File: src/hw/rtl/sna_fifo.sv
module sna_fifo #(
	parameter int unsigned WIDTH = 8,
	parameter int unsigned DEPTH = 2
) (
	input  logic             clk,
	input  logic             arst_n,
	input  logic             push,
	input  logic [WIDTH-1:0] wdata,
	output logic             full,
	input  logic             pop,
	output logic [WIDTH-1:0] rdata,
	output logic             empty
);

	localparam int unsigned PTR_W = (DEPTH > 1) ? $clog2(DEPTH) : 1;
	localparam int unsigned CNT_W = $clog2(DEPTH + 1);
	localparam logic [PTR_W-1:0] PTR_LAST = PTR_W'(DEPTH - 1);
	localparam logic [CNT_W-1:0] CNT_FULL = CNT_W'(DEPTH);

	logic [WIDTH-1:0] store_q [DEPTH];
	logic [PTR_W-1:0] wr_ptr_q;
	logic [PTR_W-1:0] rd_ptr_q;
	logic [CNT_W-1:0] cnt_q;
	logic             do_push;
	logic             do_pop;

	assign full    = (cnt_q == CNT_FULL);
	assign empty   = (cnt_q == '0);
	assign do_push = push && !full;
	assign do_pop  = pop && !empty;
	assign rdata   = store_q[rd_ptr_q];

	always_ff @(posedge clk or negedge arst_n) begin
		if (!arst_n) begin
			wr_ptr_q <= '0;
			rd_ptr_q <= '0;
			cnt_q    <= '0;
		end else begin
			if (do_push) begin
				wr_ptr_q <= (wr_ptr_q == PTR_LAST) ? '0 : wr_ptr_q + 1'b1;
			end
			if (do_pop) begin
				rd_ptr_q <= (rd_ptr_q == PTR_LAST) ? '0 : rd_ptr_q + 1'b1;
			end
			if (do_push && !do_pop) begin
				cnt_q <= cnt_q + 1'b1;
			end else if (do_pop && !do_push) begin
				cnt_q <= cnt_q - 1'b1;
			end
		end
	end

	always_ff @(posedge clk) begin
		if (do_push) begin
			store_q[wr_ptr_q] <= wdata;
		end
	end

endmodule

File: config.mk
export PLATFORM = sky130hd
export DESIGN_NAME = sna_fifo
export DESIGN_NICKNAME = d
export VERILOG_FILES = /design/src/hw/rtl/sna_fifo.sv
export SDC_FILE = /design/constraint.sdc
export NUM_CORES = 1
export LEC_CHECK = 0
export ABC_CLOCK_PERIOD_IN_PS = 2460
export BUFFER_PORTS_ARGS = -buffer_cell sky130_fd_sc_hd__buf_2
export CAP_MARGIN = 30
export CORE_AREA = 5 5 44 46
export CTS_BUF_LIST = sky130_fd_sc_hd__clkbuf_8
export DETAILED_ROUTE_END_ITERATION = 8
export DIE_AREA = 0 0 49 51
export GPL_ROUTABILITY_DRIVEN = 1
export HOLD_SLACK_MARGIN = 0.15
export PLACE_DENSITY = 0.81
export SLEW_MARGIN = 20
export SYNTH_ARGS = -nofsm -noshare
export SYNTH_HDL_FRONTEND = slang
export SYNTH_SLANG_ARGS = --single-unit
File: constraint.sdc
create_clock -name clk -period 2.46 [get_ports clk]
set_input_delay 0.492 -clock clk [delete_from_list [all_inputs] [get_ports clk]]
set_output_delay 0.492 -clock clk [all_outputs]
set_load 0.02 [all_outputs]
==> metrics.yaml <==
critical_path:
  rr_startpoint: "cnt_q[0]"
  crit_end: "rdata[7]"
  critPathMaxFanout: 9
  reg2reg_to: "store_q[0][5]"
  end_kind: "primary output"
  crit_arrival_ns: 1.37
  cp-startpoint: "rd_ptr_q"
  path_class: "register to primary output"
  r2r_setup_slack_ns: 0.85
  worstPathRequired_ns: 1.97
  r2r_cells: 3
  critPathLaunchType: "register"
synth:
  yosysSeqAreaShare: 0.742
  synth_cell_types: 15
  synthSimpleGateAreaFrac: 0.0384
  yosysWarnings: 0
  yosys.area_share.adder: 0.0160
  synth_area_sq_um: 782
  synth_cells: 44
  synth_xor_area_frac: 0.0656
  mappedNetlistNets: 57
  synth-seq-cells: 20
  synthMuxAreaShare: 0.115
  syn_avg_cell_area_sq_um: 17.8
  synth_compound_area_frac: 0.00640
  synth_top_family_by_area: "multiplexers"
grt:
  grt_pass1_wl_microns: 1970
  grt_max_degree: 12
  track_usage: 0.0993
  antenna_found_initial: 0
  grt_pass1_vias: 442
  overflow: 0
sta:
  tightestPinTransition_ns: 0.668
  slew_violations: 0
  setup_viol: 0
  fin_skew_ns: 0.00223
  finalWorstPathRequiredPeriod_ns: 1.86
  rsz0062_at_grt: "no"
  final.setup.tns_ns: 0
  final.period_utilization: 0.758
  maxSlewHeadroom: 0.553
  fmax_ghz: 0.536
  final_hold_viol_count: 0
clocking:
  clock-root-buffer: "clkbuf_8"
  clk_pin_slew_ns: 0.07
  cts_buffer_depth: 2
  cts_max_level: 1
  cts_tree: "built"
  cts.sinks: 20
  numCtsBuffers: 3
  clkLatencyLatePin_ns: 0.25
layout:
  drive_gt1_frac: 0.420
  final_cell_mix: "21 x buf_2, 16 x edfxtp_1, 6 x mux2_1"
  final_common_cell: "buf_2"
  final_util: 0.657
  n_antenna_cell: 0
  nNetsFinal: 83
  syn_to_final_growth_pct: 23.7
placed_design:
  place_congestion: 0.667
  port_buffers: 21
  dpl.hpwl_microns: 880
power:
  p_clk_frac: 0.205
  pwr_density_cell_nw_per_um2: 1230
  total_power_w: 0.00119
  p_sw_frac: 0.336
  power_leakage_nw: 0.407
  pwr-share-seq: 0.459
  peakVddDrop_uv: 725
  internal_power_w: 0.000792
  comb_power_share: 0.337
  p_sw_w: 0.000400
floorplan:
  rows: 14
  chipHeight_microns: 51
  start_util: 0.531
  io_pins: 22
  die_x_microns: 49
  dieArea_sq_um: 2500
  core_sq_um: 1470
hold_path:
  min_path_type: "input port to register"
detailed_routing:
  first_pass_iters: 4
  drtIter0Drc: 5
  vias: 429
  drtAntennaViolNets: 0
  drc: 0
  totalWireLength_microns: 1130
  wl_per_cell_microns: 13.3
  avgViaCountPerCell: 5.05
flow_run:
  cap_violations: 0
outcome:
  run_status: "finished, final reports clean"
==> worst min-delay path by stage <==
stage	start	end	slack, ns	depth (start not counted)
3_3_place_gp	arst_n	cnt_q[0]	0.30	1
3_5_place_dp	arst_n	cnt_q[0]	0.30	1
5_1_grt	wdata[3]	store_q[1][3]	0.42	1
6_report	wdata[2]	store_q[1][2]	0.42	1
2_1_floorplan	arst_n	cnt_q[0]	0.20	0
4_1_cts	wdata[2]	store_q[0][2]	0.42	1
==> cells by family after synthesis <==
group                      after synthesis
AOI/OAI and AO/OA                        1
and+or+nand+nor                          6
adders and majority gates                1
buffers and inverters                    3
DFF                                     20
xor gates and xnor gates                 5
muxes                                    8
==> flip-flops by register name, indices dropped and copies added, names as in the netlist <==
name / count
cnt_q: 2
rd_ptr_q: 1
store_q: 16
wr_ptr_q: 1
==> worst max-delay path: stages, from the launching register on <==
cell and delay (ns):
dfrtp_1 0.58, mux2_2 0.38, buf_2 0.16
==> synth_stat cells <==
cell / n / area [sq um]
edfxtp_1: 16 / 480
mux2_1: 6 / 67.6
dfrtp_1: 4 / 100
nor2_1: 3 / 11.3
inv_1: 2 / 7.51
mux2_2: 2 / 22.5
xnor2_1: 2 / 17.5
xor2_1: 2 / 17.5
and3_1: 1 / 6.26
buf_2: 1 / 5.00
ha_1: 1 / 12.5
nand2_2: 1 / 6.26
nand2b_1: 1 / 6.26
o21ai_1: 1 / 5.00
xnor2_2: 1 / 16.3
==> area by class of cell <==
| type | instances | area (sq um) |
|---|---|---|
| Timing Repair Buffer | 22 | 115 |
| Fill cell | 109 | 504 |
| Inverter | 2 | 7.51 |
| Sequential cell | 20 | 581 |
| Tap cell | 16 | 20.0 |
| Clock buffer | 4 | 55.1 |
| Multi-Input combinational cell | 21 | 189 |
==> per-stage QoR <==
step	instance area, sq um	instances	hold slack [ns]	setup slack (ns)
global placement	902	80	0.303	0.885
floorplan	782	44	0.196	1.06
global route	967	85	0.424	0.519
detailed placement	902	80	0.305	0.847
CTS	967	85	0.422	0.578
finish	967	85	0.422	0.596
==> layer usage <==
layer,up-vias,track usage,routed length (microns)
met3,2,0.0262,78
met4,0,0.0269,13
met1,202,0.139,511
li1,208,-,-
met2,17,0.154,531
met5,-,0,0
==> power groups by stage <==
stage	registers (W)	clock network [W]	logic [W]
floorplan	0.000516	0	0.000326
global placement	0.000550	0	0.000399
detailed placement	0.000556	0	0.000407
CTS	0.000550	0.000244	0.000410
global route	0.000561	0.000260	0.000441
finish	0.000547	0.000244	0.000401
==> repair_timing <==
item                                   4_1_cts  5_1_grt
endpoints found under the hold margin        4        0
setup buffers                                0        0
hold buffers                                 1        0
resized for setup                            0        0
Power figures use the tool's default switching activity.
