[src/hw/rtl/sna_pkg.sv]
package sna_pkg;

	// Field widths
	localparam int unsigned STEP_W  = 10;
	localparam int unsigned VALUE_W = 16;
	localparam int unsigned ACT_W   = 16;
	localparam int unsigned SLOPE_W = 15;
	localparam int unsigned COUNT_W = 8;
	localparam int unsigned SUM_W   = 24;

	// Store and table geometry. TABLE_ENTRIES must be a power of two.
	localparam int unsigned SERIES_DEPTH_DEF = 1024;
	localparam int unsigned TABLE_ENTRIES    = 256;
	localparam int unsigned GRID_STEP        = 65536 / TABLE_ENTRIES;
	localparam int unsigned STEP_SH          = $clog2(GRID_STEP);
	localparam int unsigned TAB_IDX_W        = $clog2(TABLE_ENTRIES);

	// Queue depths
	localparam int unsigned JOB_Q_DEPTH = 2;
	localparam int unsigned RES_Q_DEPTH = 2;

	localparam logic [ACT_W-1:0]   ACT_MAX   = '1;
	localparam logic [COUNT_W-1:0] COUNT_MAX = '1;

	// exp(-1/4096) in Q0.64
	localparam logic [63:0] EXP_P0 = 64'hFFF0007FFD556000;

	typedef struct packed {
		logic [STEP_W-1:0]         step_index;
		logic signed [VALUE_W-1:0] incoming_value;
	} in_item_t;

	typedef struct packed {
		logic [STEP_W-1:0]  out_step;
		logic [ACT_W-1:0]   activation;
		logic [SLOPE_W-1:0] slope;
		logic               overrun;
	} out_item_t;

	typedef struct packed {
		logic [COUNT_W-1:0]      count;
		logic signed [SUM_W-1:0] sum;
	} entry_t;

	// Status from the back end toward the front end
	typedef struct packed {
		logic clearing;
	} back_stat_t;

	function automatic logic [63:0] mul_high(input logic [63:0] a, input logic [63:0] b);
		logic [127:0] p;
		p = {64'd0, a} * {64'd0, b};
		return p[127:64];
	endfunction

	// Restoring long division, used only to build constant table entries
	function automatic logic [63:0] long_div(input logic [63:0] num, input logic [63:0] den);
		logic [63:0] q;
		logic [63:0] r;
		q = '0;
		r = '0;
		for (int i = 63; i >= 0; i--) begin
			r = {r[62:0], num[i]};
			if (r >= den) begin
				r    = r - den;
				q[i] = 1'b1;
			end
		end
		return q;
	endfunction

	// Sigmoid sample at grid point k: x_k = k*GRID_STEP - 8.0 (Q12)
	function automatic logic [ACT_W-1:0] sig_sample(input int unsigned k);
		logic [63:0]        pw [16];
		logic [63:0]        e;
		logic [63:0]        e32;
		logic [63:0]        d;
		logic [63:0]        s;
		logic signed [31:0] x;
		logic [15:0]        t;
		pw[0] = EXP_P0;
		for (int j = 1; j < 16; j++) begin
			pw[j] = mul_high(pw[j-1], pw[j-1]);
		end
		x = $signed(32'(k * GRID_STEP)) - 32'sd32768;
		t = (x < 0) ? 16'(-x) : 16'(x);
		e = '1;
		for (int j = 0; j < 16; j++) begin
			if (t[j]) begin
				e = mul_high(e, pw[j]);
			end
		end
		e32 = e >> 32;
		d   = 64'h1_0000_0000 + e32;
		if (x >= 0) begin
			s = long_div((64'd1 << 48) + (d >> 1), d);
		end else begin
			s = long_div((e32 << 16) + (d >> 1), d);
		end
		if (s > 64'd65535) begin
			s = 64'd65535;
		end
		return s[ACT_W-1:0];
	endfunction

endpackage

[src/hw/rtl/sna_front.sv]
module sna_front #(
	parameter int unsigned SERIES_DEPTH = sna_pkg::SERIES_DEPTH_DEF,
	parameter int unsigned SLOT_W       = 10
) (
	input  logic                 clk,
	input  logic                 arst_n,
	input  logic                 push,
	input  sna_pkg::in_item_t    item,
	output logic                 full,
	input  sna_pkg::back_stat_t  stat,
	input  logic                 jq_full,
	output logic                 jq_push,
	output logic [SLOT_W-1:0]    jq_slot,
	output sna_pkg::in_item_t    jq_item
);

	logic              vld_s1;
	sna_pkg::in_item_t item_s1;
	logic              accept;
	logic              advance;

	assign full    = stat.clearing || (vld_s1 && jq_full);
	assign accept  = push && !full;
	assign advance = !vld_s1 || !jq_full;
	assign jq_push = vld_s1 && !jq_full;
	assign jq_item = item_s1;

	always_ff @(posedge clk or negedge arst_n) begin
		if (!arst_n) begin
			vld_s1 <= 1'b0;
		end else if (advance) begin
			vld_s1 <= accept;
		end
	end

	always_ff @(posedge clk) begin
		if (advance && accept) begin
			item_s1 <= item;
		end
	end

	if (SERIES_DEPTH < 1024) begin : g_reduce
		// step mod depth: quotient by reciprocal at entry, remainder in stage one
		localparam int unsigned RECIP = ((1 << 20) + SERIES_DEPTH - 1) / SERIES_DEPTH;
		logic [30:0]                q_prod;
		logic [sna_pkg::STEP_W-1:0] q_s1;
		logic [19:0]                qd;
		logic [sna_pkg::STEP_W-1:0] rem;

		assign q_prod  = {21'd0, item.step_index} * {10'd0, 21'(RECIP)};
		assign qd      = {10'd0, q_s1} * {10'd0, 10'(SERIES_DEPTH)};
		assign rem     = item_s1.step_index - qd[9:0];
		assign jq_slot = rem[SLOT_W-1:0];

		always_ff @(posedge clk) begin
			if (advance && accept) begin
				q_s1 <= q_prod[29:20];
			end
		end
	end else begin : g_direct
		assign jq_slot = SLOT_W'(item_s1.step_index);
	end

endmodule

[config.mk]
export PLATFORM = sky130hd
export DESIGN_NAME = sna_front
export DESIGN_NICKNAME = d
export VERILOG_FILES = /design/src/hw/rtl/sna_pkg.sv /design/src/hw/rtl/sna_front.sv
export SDC_FILE = /design/constraint.sdc
export NUM_CORES = 1
export LEC_CHECK = 0
export ABC_CLOCK_PERIOD_IN_PS = 1800
export BUFFER_PORTS_ARGS = -buffer_cell sky130_fd_sc_hd__buf_2
export CAP_MARGIN = 20
export CORE_ASPECT_RATIO = 0.8
export CORE_MARGIN = 5
export CORE_UTILIZATION = 29
export CTS_BUF_LIST = sky130_fd_sc_hd__clkbuf_8 sky130_fd_sc_hd__clkbuf_16
export CTS_CLUSTER_SIZE = 16
export DETAILED_ROUTE_END_ITERATION = 16
export PLACE_DENSITY = 0.63
export SKIP_CTS_REPAIR_TIMING = 1
export SYNTH_ARGS = -nofsm -noshare
export SYNTH_HDL_FRONTEND = slang
export SYNTH_SLANG_ARGS = --single-unit
[constraint.sdc]
create_clock -name clk -period 1.8 [get_ports clk]
set_input_delay 0.36 -clock clk [delete_from_list [all_inputs] [get_ports clk]]
set_output_delay 0.36 -clock clk [all_outputs]
set_load 0.02 [all_outputs]
==> flow_metrics.py <==
metrics = {
    "cts": {
        "tritoncts": "yes",
        "cts_buffers": 3,
        "cts_buffer_depth": 2,
        "clkTransAtPathRegs_ns": 0.09,
        "cts_max_level": 1,
        "clock_sinks": 27,
        "cts_root_buffer": "clkbuf_8",
        "insertion_delay_ns": 0.27,
    },
    "synthesis": {
        "async_reset_ff_share_pct": 3.70,
        "ys_ff_latch": 27,
        "syn-instance-count": 43,
        "synthTopCellsByArea": "edfxtp_1 (85%), buf_4 (8.1%), dfrtp_1 (2.7%)",
        "synth_commonest_cells": "edfxtp_1 (26), buf_4 (10), nand2_1 (2)",
        "synth_most_common_cell": "edfxtp_1",
        "synthesis.nets": 74,
        "synth_warnings": 0,
        "synth.largest_area_cell": "edfxtp_1",
        "synth_edf_count": 26,
        "synthFlopType": "edfxtp_1",
        "yosysSeqAreaShare_pct": 87.3,
        "synth_top_area_share_pct": 84.6,
        "syn_area_per_cell_um2": 21.5,
        "synth_cell_types": 8,
        "synth_area_um2": 923,
    },
    "cells_and_area": {
        "final_layout_size_suffix_gt1_share_pct": 70.4,
        "antenna_cells": 0,
        "instances_no_fill": 148,
        "syn_to_final_growth_pct": 42.3,
        "nNetsFinal": 140,
    },
    "detailed_routing": {
        "routed_wl_mm": 1.76,
        "first_iter_violations": 21,
        "ant_nets": 0,
        "route.vias.total": 575,
        "drc": 0,
        "firstDrtPassIters": 3,
        "wire_per_inst_um": 11.9,
        "vias_per_cell": 3.89,
    },
    "die": {
        "start_util_pct": 29.9,
        "die_w_um": 73.1,
        "ios": 69,
        "row_count": 18,
        "fp.dieArea_um2": 4420,
        "coreArea_um2": 3090,
        "die_height_um": 60.5,
    },
    "sta": {
        "max_slew_margin_pct": 84.8,
        "tns_ns": 0,
        "fmax_ghz": 0.752,
        "tightestPinTransition_ns": 0.229,
        "setup_violations": 0,
        "worst_hold_slack_ns": 0.260,
        "fin_worst_skew_ns": 0.00362,
        "rsz0062_at_grt": "no",
        "layout_min_cycle_time_ns": 1.33,
        "hold_viol_final": 0,
        "period_share_pct": 73.9,
        "layout_setup_ws_ns": 0.470,
        "drv_slew": 0,
    },
    "pwr": {
        "power_switching_w": 0.000275,
        "power_frac_seq_pct": 60.1,
        "peakVddDrop_mv": 0.595,
        "internal-power_w": 0.000937,
        "netSwitchingFraction_pct": 22.7,
        "clock_power_share_pct": 28.6,
        "total_power_w": 0.00121,
        "combPwrFrac_pct": 11.3,
        "p_per_area_nw_per_um2": 923,
        "p_leak_nw": 0.585,
    },
    "placed_design": {
        "dpl.cell_count": 143,
        "port_buffers": 68,
        "finalWeightedCongestion": 0.707,
        "preCtsSetupSlack_ns": 0.474,
        "hpwl_mm": 1.52,
    },
    "global_routing": {
        "grt_max_degree": 19,
        "gr-usage-all-layers_pct": 8.32,
        "grt_pass1_vias": 635,
        "antenna_found_initial": 0,
        "grt_overflow_total": 0,
        "grt_pass1_wl_mm": 2.73,
    },
    "setup_path": {
        "reg2reg_slack_ns": 0.67,
        "end_kind": "output port",
        "worstSetupPathType": "register to output port",
        "worstPathRequired_ns": 1.44,
        "worst-path-max-fanout": 3,
        "critical_path.max_stage_delay_ns": 0.41,
        "worstPathArrival_ns": 0.97,
        "worstReg2RegEnd": "jq_slot[6]",
        "worstPathCellList": "nand2_1, nand2b_1, buf_2",
        "critPathLaunchType": "register",
        "r2r_cells": 2,
        "crit_slowest_cell": "dfrtp_1",
        "reg2reg_from": "vld_s1",
    },
    "worst_hold_path": {
        "hp-start": "item[8]",
        "min_path_cells": 1,
        "min_to": "jq_item[8]",
        "hold_path.class": "input pin to register",
    },
    "run": {
        "drv_cap": 0,
    },
    "outcome": {
        "status": "finished, final reports clean",
    },
}
==> worst max-delay path by stage <==
stage / depth (start not counted) / slack (ns) / to / startpoint
3_5_place_dp: 4 / 0.47 / jq_slot[1] / stat
5_1_grt: 3 / 0.39 / full / vld_s1
4_1_cts: 3 / 0.46 / full / vld_s1
2_1_floorplan: 2 / 0.18 / jq_item[0] / stat
3_3_place_gp: 4 / 0.50 / jq_slot[1] / stat
6_report: 3 / 0.47 / full / vld_s1
==> cells in the final DEF (no fill, tap or decap) <==
cell type       n
clkbuf_8        3
buf_4           2
dfrtp_1         1
dlygate4sd3_1   1
nand2b_1        1
nor2b_1         1
inv_6           1
nand2_1         2
edfxtp_1       26
a21oi_2         1
buf_2          68
nand2b_4        1
==> logic make-up (layout without fill, tap and decap cells) <==
logic type             after synthesis  in the layout  synth area share (%)
flip-flops                          27             27                  87.3
AO/OA/AOI/OAI                        1              1                 0.949
buffers and inverters               10             75                  8.13
AND/OR/NAND/NOR                      5              5                  3.66
==> sequential cells by signal (all words and copies together) (netlist names) <==
name	flops
vld_s1	1
jq_slot	10
jq_item	16
==> layer usage <==
layer  part of all wire (%)  GRT usage, %
met3                     18          6.13
met1                     32          7.56
met4                   0.45          1.58
met2                     49          15.2
met5                      0             0
==> layout make-up <==
class                           count  area (um^2)
Timing Repair Buffer               71          365
Sequential cell                    27          806
Multi-Input combinational cell      6         42.5
Fill cell                         283         1770
Clock inverter                      1         8.76
Tap cell                           40         50.0
Clock buffer                        3         41.3
==> per-stage QoR <==
| stage | utilization, % | cell area (um^2) |
|---|---|---|
| 6_report | 42.6 | 1310 |
| 5_1_grt | 42.6 | 1310 |
| 4_1_cts | 42.3 | 1300 |
| 3_5_place_dp | 40.6 | 1250 |
| 3_3_place_gp | 40.6 | 1250 |
| 2_1_floorplan | - | 923 |
==> critical path: cells and delay by family (launching register included) <==
family,cells,cell delay (ns)
AND/OR/NAND/NOR,2,0.13
flip-flops,1,0.41
buffers and inverters,1,0.15
==> power groups by stage <==
| stage | registers (W) | clock network [W] | logic [W] |
|---|---|---|---|
| 6_report | 0.000728 | 0.000347 | 0.000137 |
| 5_1_grt | 0.000732 | 0.000400 | 0.000149 |
| 4_1_cts | 0.000729 | 0.000367 | 0.000138 |
| 3_5_place_dp | 0.000744 | 0 | 0.000138 |
| 3_3_place_gp | 0.000743 | 0 | 0.000136 |
| 2_1_floorplan | 0.000777 | 0 | 0.0000439 |
Power figures use the tool's default switching activity.
